==> config.mk <==
export PLATFORM = sky130hd
export DESIGN_NAME = ms_ctrl
export DESIGN_NICKNAME = d
export VERILOG_FILES = /design/src/hw/rtl/ms_pkg.sv /design/src/hw/rtl/ms_ctrl.sv
export SDC_FILE = /design/constraint.sdc
export NUM_CORES = 1
export LEC_CHECK = 0
export BUFFER_PORTS_ARGS = -buffer_cell sky130_fd_sc_hd__buf_2
export CAP_MARGIN = 20
export CORE_AREA = 2 2 39 41
export CTS_CLUSTER_SIZE = 12
export DETAILED_ROUTE_END_ITERATION = 8
export DIE_AREA = 0 0 41 43
export SYNTH_ARGS = -nofsm -noshare
export SYNTH_HDL_FRONTEND = slang
export SYNTH_SLANG_ARGS = --single-unit
==> constraint.sdc <==
create_clock -name clk_i -period 3.6 [get_ports clk_i]
set_input_delay 0.72 -clock clk_i [delete_from_list [all_inputs] [get_ports clk_i]]
set_output_delay 0.72 -clock clk_i [all_outputs]
set_load 0.005 [all_outputs]
==> src/hw/rtl/ms_pkg.sv <==
// ----------------------------------------------------------------------------
// ms_pkg
// Shared types and constants of the merge sorter: payload structs, the
// command and status groups between controller and datapath.
// ----------------------------------------------------------------------------
package ms_pkg;

  localparam int unsigned DEPTH_DEFAULT = 64;

  typedef struct packed {
    logic signed [31:0] value;
    logic               last;
  } in_item_t;

  typedef struct packed {
    logic signed [31:0] value_res;
    logic               last_res;
    logic               overflow;
  } out_item_t;

  // Commands from the controller to the datapath.
  typedef struct packed {
    logic load;    // store one input item
    logic init;    // set up the first merge pass
    logic mrd;     // read both run heads
    logic mwr;     // write the smaller head, advance
    logic ord;     // read the next sorted value
    logic owr;     // present it, advance
  } cmd_t;

  // Status from the datapath to the controller.
  typedef struct packed {
    logic pass_end;  // current element is the last of the set
    logic sort_end;  // the pass just ending is the final one
    logic single;    // set holds at most one element
  } stat_t;

endpackage

==> src/hw/rtl/ms_ctrl.sv <==
// ----------------------------------------------------------------------------
// ms_ctrl
// Sequencer of the merge sorter: loading, merge passes and read-out.
// ----------------------------------------------------------------------------
module ms_ctrl (
  input  logic          clk_i,
  input  logic          rst_ni,
  input  logic          start,
  input  logic          last_i,
  input  ms_pkg::stat_t stat_i,
  output logic          busy,
  output logic          res_valid_o,
  output ms_pkg::cmd_t  cmd_o
);

  typedef enum logic [5:0] {
    ST_IDLE   = 6'b000001,
    ST_INIT   = 6'b000010,
    ST_MRD    = 6'b000100,
    ST_MWR    = 6'b001000,
    ST_ORD    = 6'b010000,
    ST_OWR    = 6'b100000
  } state_e;

  state_e state_q, state_d;

  always_ff @(posedge clk_i or negedge rst_ni) begin
    if (!rst_ni) begin
      state_q <= ST_IDLE;
    end else begin
      state_q <= state_d;
    end
  end

  always_comb begin
    state_d = state_q;
    cmd_o   = '0;
    unique case (state_q)
      ST_IDLE: begin
        if (start) begin
          cmd_o.load = 1'b1;
          if (last_i) begin
            state_d = ST_INIT;
          end
        end
      end
      ST_INIT: begin
        cmd_o.init = 1'b1;
        state_d    = stat_i.single ? ST_ORD : ST_MRD;
      end
      ST_MRD: begin
        cmd_o.mrd = 1'b1;
        state_d   = ST_MWR;
      end
      ST_MWR: begin
        cmd_o.mwr = 1'b1;
        if (stat_i.pass_end && stat_i.sort_end) begin
          state_d = ST_ORD;
        end else begin
          state_d = ST_MRD;
        end
      end
      ST_ORD: begin
        cmd_o.ord = 1'b1;
        state_d   = ST_OWR;
      end
      ST_OWR: begin
        cmd_o.owr = 1'b1;
        state_d   = stat_i.pass_end ? ST_IDLE : ST_ORD;
      end
      default: begin
        state_d = ST_IDLE;
      end
    endcase
  end

  assign busy        = (state_q != ST_IDLE);
  assign res_valid_o = (state_q == ST_OWR);

endmodule

After elaboration in Yosys (flattened, before gate mapping). Cells that the tools add are included.

Flip-flop bits (word level): 6. Output and inout bits: 8.

Reductions and logical operators: 2. Multiplexer cells: 13. Equality and inequality tests: 9.

Operator list (count): $pmux 6 s6 (1); $mux 5 (3); $mux 6 (2); $mux 1 (7); $eq 6x1->1 const B (1); $eq 6x2->1 const B (1); $eq 6x3->1 const B (1); $eq 6x4->1 const B (1); $eq 6x5->1 const B (1); $eq 6x6->1 const B (1); $ne 6x1->1 const B (1); $ne 2x2->1 const B (2); $reduce_and 2->1 (1); $logic_and 1x1->1 (1).

Depth between registers and ports, before layout. Gate-level depths: netlist of the first run.

Depth in word-level cells: 3. Mapped depth: 3. Gate-level depth less buffers: 3.

Worst setup path after synthesis of the first run. No wires, ideal clock.

Kind: register -> output. From: register state_q[1]. To: output cmd_o[2] in the netlist's numbering. Buffers on the path: 0. Arrival: 1227 ps. Slack: 1653 ps. Stages on the path, launching flop included: 4. Cells stage by stage: dfrtp_1 -> or2_1 -> or4b_4 -> inv_1.

RTL lines: start: declaration (RTL line ms_ctrl.sv:25) `state_e state_q, state_d;`; start signal: assignment (RTL line ms_ctrl.sv:31) `state_q <= state_d;`; end: declaration (RTL line ms_ctrl.sv:13) `output ms_pkg::cmd_t cmd_o`.

==> results_dict.tcl, run 1 <==
set metrics [dict create \
    synth_top_area_share 0.3279 \
    drive_gt1_frac 0.3443 \
    drtAntennaViolNets 0 \
    multi_input_area_um2 207.7 \
    setup-violations-final 0 \
    grt_use_total 0.1322 \
    outcome "completed" \
    synth_area_um2 381.6 \
    final_max_slew_viol_count 0 \
    cts_setup_buffers 0 \
    regToRegStartpoint "state_q[2]" \
    slew_headroom 0.6944 \
    cp.arrival_ns 1.62 \
    yosys_warnings 0 \
    drt-total-wl_um 845 \
    cp-start-kind "flop" \
    nFillCells 163 \
    async_reset_ff_frac 1.000 \
    clkLatencyLatePin_ns 0.26 \
    path_cells "or2_1 > or4b_4 > inv_1 > buf_2" \
    area_growth_pct 28.52 \
    htreeDepth 1 \
    clock-sinks 6 \
    antenna_cells 0 \
    drc_errors 0 \
    gp_congestion 0.7213 \
    regMostFlops "state_q" \
    ir_drop_v 0.0001818 \
    required_ns 2.88 \
    ys_ff_latch 6 \
    path_class "flop to output pin" \
    cts_root_buffer "clkbuf_4" \
    grt_max_degree 9 \
    largestRegisters "state_q x6" \
    wl_per_cell_um 10.97 \
    cts_tree "yes" \
    synth.most_common_cell "nor2_1" \
    period_needed_ns 2.337 \
    post-route-period-util 0.6492 \
    postCtsHoldBufs 0 \
    die_w_um 41 \
    ys_seq_area_frac 0.3967 \
    core_um2 1384 \
    cp-startpoint "state_q[1]" \
    leakagePower_uw 0.0002578 \
    tightest_slew_ns 0.4543 \
    vias_per_cell 4.792 \
    synthDistinctLibCells 24 \
    powerDensity_nw_per_um2 526.7 \
    synth_cells 44 \
    fin_nets 69 \
    chipHeight_um 43 \
    p_total_uw 258.3 \
    synth_area_leaders "dfrtp_1, nor2_1, dfstp_2" \
    grt_pass1_vias 359 \
    ff_latch_area_um2 151.4 \
    crit_path_max_fanout 5 \
    clock_skew_ns 0.002831 \
    max_freq_mhz 427.9 \
    synth-edff-count 0 \
    clk_pin_slew_worst_paths_ns 0.05 \
    avgSynthCellArea_um2 8.673 \
    syn-num-nets 51 \
    vias 369 \
    yosys-top-cells-count "nor2_1, dfrtp_1, inv_1" \
    worstHoldPathType "input pin to async pin" \
    yosys.area.top_type "dfrtp_1" \
    rsz0062_at_grt "no" \
    rows 14 \
    setup_tns_ns 0 \
    cts_buffers 3 \
    max_stage_delay_ns 0.51 \
    drv_cap 0 \
    worst_path_max_delay_cell "or4b_4" \
    antenna_found_initial 0 \
    largest_reg_flops 6 \
    hold_viol_final 0 \
    grt_overflow 0 \
    clk_path_buf_depth 2 \
    cts_resized 0 \
    start_util 0.2758 \
    dr.pass1.iters 2 \
    synth-main-ff-cell "dfrtp_1" \
    dpl.hpwl_um 665.6 \
    first_iter_violations 4 \
    port_buffers 14 \
    dieArea_um2 1763 \
    ios 15 \
    crit_path_end_kind "output pin" \
    final_util 0.3544 \
    grt_pass1_wl_um 1428 \
]
## stage by stage
stage	hold WS, ns	instances	instance area, um^2	setup slack (ns)
global route	0.2853	77	490.5	1.154
global placement	0.5541	73	464.2	1.532
CTS	0.2818	77	490.5	1.247
detailed placement	0.5559	73	464.2	1.524
floorplan	0.4244	44	381.6	1.653
finish	0.2812	77	490.5	1.263
## critical path: cells and delay by family, from the launching register on
| family | cells | cell delay, ns |
|---|---|---|
| DFF | 1 | 0.40 |
| and+or+nand+nor | 2 | 0.80 |
| buffers and inverters | 2 | 0.16 |
## cell families (layout without fill, tap and decap cells)
kind of cell | Yosys count | in the layout | synth area share
AND/OR/NAND/NOR | 27 | 27 | 0.4197
buffers and inverters | 5 | 22 | 0.05901
AO/OA/AOI/OAI | 6 | 6 | 0.1246
flip-flops | 6 | 6 | 0.3967
## worst paths after layout
kind                            slack, ns         end  cells after the start
min in group clk_i                   0.60  state_q[1]                      2
worst min-delay path                 0.28  state_q[3]                      1
worst max-delay path                 1.26    cmd_o[2]                      4
worst min register to register       0.60  state_q[1]                      2
max in group asynchronous            3.09  state_q[0]                      1
worst max register to register       2.11  state_q[4]                      3
## where the power goes
part           leakage (uW)  switching [uW]  internal (uW)
Combinational      0.000163            44.2           45.7
Sequential        0.0000796            13.4           82.5
Clock             0.0000150            30.2           42.4
## cell usage in the layout, fill, tap and decap left out
cell type,instances
nand3b_1,1
o22ai_1,3
or4_4,1
inv_1,4
buf_2,14
and2_1,1
clkbuf_1,1
nand3_1,1
or4b_1,1
clkbuf_4,3
nor2b_1,1
a311oi_1,1
nor4_1,1
nand2b_1,3
or4b_4,1
dfrtp_1,5
or4_1,1
or3_1,1
o21a_1,1
o211ai_2,1
or2_1,1
dfstp_2,1
nor3_1,1
nor4b_1,1
nor2_1,8
nand2_1,3
## routing by layer
metal	up-vias	wire, um	GRT usage
li1	193	-	-
met1	160	389	0.1373
met2	12	353	0.1813
met3	4	50	0.03665
met4	0	52	0.1600
met5	-	0	0
## layout make-up
| class | count | area share |
|---|---|---|
| multi-input cells | 33 | 0.4235 |
| flip-flops and latches | 6 | 0.3087 |
| repair buffers | 14 | 0.1429 |
| clock buffers | 4 | 0.05357 |
| well taps | 16 | 0.04082 |
| inverters | 4 | 0.03061 |
(Power assumes the default switching activity.)
==> run 2: changes to the inputs <==
Clock period 3.6 ns to 1.9 ns, I/O delays scaled along.
==> run 2 against run 1 <==
The flow now finishes with violations (setup timing). First-iteration DRC count rose to 2.8 times the previous value. Total power rose by 120%. Sequential share of layout area down 4.3 points. Non-clock buffer count grew 7. Design area up 18%. Highest routed layer unchanged.
==> results_dict.tcl, run 2 (synthesis results as in run 1) <==
set metrics [dict create \
    required_ns 1.52 \
    final_cell_mix "buf_2, buf_4, nor2_1" \
    largest_reg_flops 6 \
    path_class "flop to output pin" \
    ios 15 \
    slew_headroom 0.8092 \
    period_needed_ns 1.907 \
    tightest_slew_ns 0.2823 \
    final_cell_area_um2 579.3 \
    core_um2 1384 \
    clock-sinks 6 \
    antenna_found_initial 0 \
    clk_path_buf_depth 2 \
    worst_slack_ns -0.006698 \
    cp-start-kind "flop" \
    wl_per_cell_um 11.31 \
    start_util 0.2758 \
    rsz0062_at_grt "yes" \
    regMostFlops "state_q" \
    rows 14 \
    max_freq_mhz 524.5 \
    leakagePower_uw 0.0002887 \
    dp.cells 74 \
    r2r-end "state_q[0]" \
    dieArea_um2 1763 \
    htreeDepth 1 \
    clkLatencyLatePin_ns 0.25 \
    finalHoldWorstSlack_ns 0.3267 \
    worstHoldPathType "input pin to flop" \
    p_total_uw 556.3 \
    ir_drop_v 0.0004039 \
    worst_path_max_delay_cell "or4b_4" \
    cp.arrival_ns 1.53 \
    port_buffers 14 \
    clk_pin_slew_worst_paths_ns 0.05 \
    outcome "complete, but fails checks" \
    first_iter_violations 11 \
    powerDensity_nw_per_um2 960.3 \
    hold_viol_final 0 \
    vias 408 \
    grt_max_degree 9 \
    r2r_slack_ns 0.37 \
    cts_buffers 3 \
    vias_per_cell 4.857 \
    grt_use_total 0.1302 \
    chipHeight_um 43 \
    placed_cell_area_um2 471.7 \
    post-route-period-util 1.004 \
    antenna_cells 0 \
    largestRegisters "state_q x6" \
    worstHoldStart "stat_i[0]" \
    r2r_cells 4 \
    drive_gt1_frac 0.5294 \
    grt_overflow 0 \
    crit_path_max_fanout 5 \
    violations "setup timing" \
    cts_root_buffer "clkbuf_4" \
    final_util 0.4186 \
    drt-total-wl_um 950 \
    grt_pass1_wl_um 1407 \
    drv_cap 0 \
    drc_errors 0 \
    final_max_slew_viol_count 0 \
    path_cells "or2_4 > or4b_4 > inv_2 > buf_6" \
    grt_pass1_vias 328 \
    endpoint "cmd_o[2]" \
    final_common_cell "buf_2" \
    dr.pass1.iters 4 \
    area_growth_pct 51.80 \
    regToRegStartpoint "state_q[4]" \
    setup-violations-final 1 \
    gp_congestion 0.7336 \
    fin_nets 76 \
    clock_skew_ns 0.002672 \
    dpl.hpwl_um 646.7 \
    drtAntennaViolNets 0 \
    max_stage_delay_ns 0.49 \
    fin_cells 84 \
    cp-startpoint "state_q[1]" \
    cts_tree "yes" \
    crit_path_end_kind "output pin" \
    die_w_um 41 \
]
-- run 2: area by class of cell --
class / instances / area (um^2)
clock buffer: 4 / 26.28
inverter: 4 / 15.01
timing repair buffer: 21 / 131.4
sequential: 6 / 153.9
fill: 151 / 804.5
tap: 16 / 20.02
multi-input combinational: 33 / 232.7
-- run 2: worst min path at each step --
stage | slack [ns] | cells past startpoint | endpoint
CTS | 0.32 | 2 | state_q[2]
finish | 0.33 | 2 | state_q[2]
floorplan | 0.08 | 0 | state_q[1]
global route | 0.32 | 2 | state_q[2]
global placement | 0.21 | 1 | state_q[2]
detailed placement | 0.22 | 1 | state_q[2]
-- run 2: where the power goes --
group / switching, uW / leakage [uW] / internal [uW]
combinational: 107 / 0.000197 / 131
sequential: 25.9 / 0.0000764 / 157
clock: 54.7 / 0.0000150 / 80.1
-- run 2: what timing repair did --
| item | 4_1_cts | 5_1_grt |
|---|---|---|
| hold buffers | 1 | 0 |
| setup endpoints to repair | 2 | 6 |
| setup buffers | 2 | 3 |
| gates resized for setup | 4 | 7 |
| pin swaps | 2 | 3 |
| endpoints found under the hold margin | 5 | 0 |
-- run 2: metal layers --
metal | GRT usage | up-vias | routed length (um)
li1 | - | 205 | -
met1 | 0.1471 | 187 | 397
met2 | 0.1781 | 12 | 452
met3 | 0.03141 | 4 | 51
met4 | 0.1400 | 0 | 48
met5 | 0 | - | 0
-- run 2: stage by stage --
stage                 TNS, ns  worst slack, ns
finish              -0.006698        -0.006698
global route         -0.07703         -0.05162
CTS                  -0.04680         -0.04680
detailed placement          0           0.1734
global placement            0           0.1875
floorplan                   0           0.2935
-- run 2: critical path, delay by kind of cell, from the launching register on --
family	cells	cell delay, ns
buffers and inverters	2	0.15
DFF	1	0.40
and+or+nand+nor	2	0.73
==> run 3: changes to the inputs <==
Settings changed: GPL_ROUTABILITY_DRIVEN set to 0, SETUP_SLACK_MARGIN set to 0.3.
==> run 3 against run 2 <==
The flow still finishes with violations (setup timing). Maximum frequency shrank 1.2%. Critical path type unchanged. Global-route usage is 2.6 points higher. Critical endpoint unchanged. Hold slack better by 0.010 ns.
==> results_dict.tcl, run 3 (synthesis results as in run 1) <==
set metrics [dict create \
    switching_share 0.3467 \
    dpl.hpwl_um 691.4 \
    cp.arrival_ns 1.55 \
    drive_gt1_frac 0.5571 \
    drtAntennaViolNets 0 \
    r2r_cells 4 \
    antenna_found_initial 0 \
    power_frac_clock 0.238 \
    port_buffers 14 \
    placed_cell_area_um2 474.2 \
    dr.pass1.iters 4 \
    period_needed_ns 1.931 \
    setup_tns_ns -0.08540 \
    ff_latch_area_um2 155.1 \
    grt_max_degree 8 \
    crit_path_max_fanout 5 \
    drv_cap 0 \
    crit_path_end_kind "output pin" \
    final_max_slew_viol_count 0 \
    finalHoldWorstSlack_ns 0.3371 \
    die_w_um 41 \
    powerDensity_nw_per_um2 988.1 \
    cts_tree "yes" \
    htreeDepth 1 \
    vias 428 \
    rsz0062_at_grt "yes" \
    vias_per_cell 4.977 \
    antenna_cells 0 \
    grt_pass1_vias 396 \
    wl_per_cell_um 12.92 \
    clkLatencyLatePin_ns 0.27 \
    slew_headroom 0.7763 \
    post-route-period-util 1.016 \
    setup-violations-final 4 \
    grt_overflow 0 \
    drt-total-wl_um 1111 \
    clock_skew_ns 0.01041 \
    power_frac_seq 0.309 \
    first_iter_violations 4 \
    multi_input_area_um2 246.5 \
    clk_path_buf_depth 2 \
    ir_drop_v 0.0004338 \
    required_ns 1.52 \
    final_common_cell "buf_2" \
    power.switching_uw 210.0 \
    max_freq_mhz 517.9 \
    violations "setup timing" \
    outcome "complete, but fails checks" \
    final_util 0.4430 \
    internal_power_uw 395.8 \
    regMostFlops "state_q" \
    cts_buffers 3 \
    chipHeight_um 43 \
    fin_nets 78 \
    worstHoldPathType "input pin to flop" \
    clock-sinks 6 \
    clk_pin_slew_worst_paths_ns 0.05 \
    ios 15 \
    leakagePower_uw 0.0003074 \
    grt_pass1_wl_um 1745 \
    final_cell_area_um2 613.1 \
    path_class "flop to output pin" \
    largestRegisters "state_q x6" \
    nFillCells 145 \
    hold_viol_final 0 \
    final_cell_mix "buf_2, nor2_1, buf_4" \
    largest_reg_flops 6 \
    worst_slack_ns -0.03078 \
    rows 14 \
    drc_errors 0 \
    power_frac_comb 0.453 \
    start_util 0.2758 \
    cts_root_buffer "clkbuf_4" \
    dieArea_um2 1763 \
    tightest_slew_ns 0.3309 \
    core_um2 1384 \
    area_growth_pct 60.66 \
    min_path_cells 2 \
    cp-start-kind "flop" \
    grt_use_total 0.1559 \
]
==> run 3: stage by stage <==
stage | setup WS [ns] | instances | power (uW)
after floorplan | 0.3119 | 44 | 302.1
after global placement | 0.2054 | 74 | 364.9
after detailed placement | 0.1944 | 74 | 367.0
after CTS | -0.04321 | 83 | 560.9
after global routing | -0.07660 | 86 | 642.5
final | -0.03078 | 86 | 605.8
==> run 3: power groups by stage <==
stage          Combinational (uW)  Sequential, uW  Clock (uW)
3_5_place_dp                  184             183           0
6_report                      275             187         144
5_1_grt                       303             190         149
4_1_cts                       234             183         144
2_1_floorplan                 125             177           0
3_3_place_gp                  183             182           0
==> run 3: layout make-up <==
cell class	count	share of cell area
Clock buffer	4	0.04286
Inverter	4	0.02449
Tap cell	16	0.03265
Multi-Input combinational cell	33	0.4020
Timing Repair Buffer	23	0.2449
Sequential cell	6	0.2531
==> run 3: routing by layer <==
layer	GRT usage	up-vias	share of wire
met1	0.1683	204	0.41
met2	0.2375	10	0.50
met4	0.1200	0	0.036
met5	0	-	0
met3	0.04712	5	0.052
li1	-	209	-
==> run 3: critical path, stage by stage, from the launching register on <==
cell,delay [ns]
dfstp_2,0.39
or2_4,0.25
or4b_4,0.50
inv_2,0.07
buf_6,0.08
==> run 3: final timing paths <==
check / start / endpoint / slack [ns]
min: stat_i[0] / state_q[2] / 0.34
max reg2reg: state_q[1] / state_q[4] / 0.30
max: state_q[0] / cmd_o[2] / -0.03
min reg2reg: state_q[0] / state_q[0] / 0.66
max in group asynchronous: rst_ni / state_q[0] / 1.19
min in group asynchronous: rst_ni / state_q[4] / 0.47
==> run 3: what timing repair did <==
action                                  4_1_cts  5_1_grt
pin swaps                                     4        5
endpoints found under the setup margin        8       10
hold buffers                                  1        0
endpoints found under the hold margin         5        0
resized for setup                             5        8
setup buffers                                 4        3
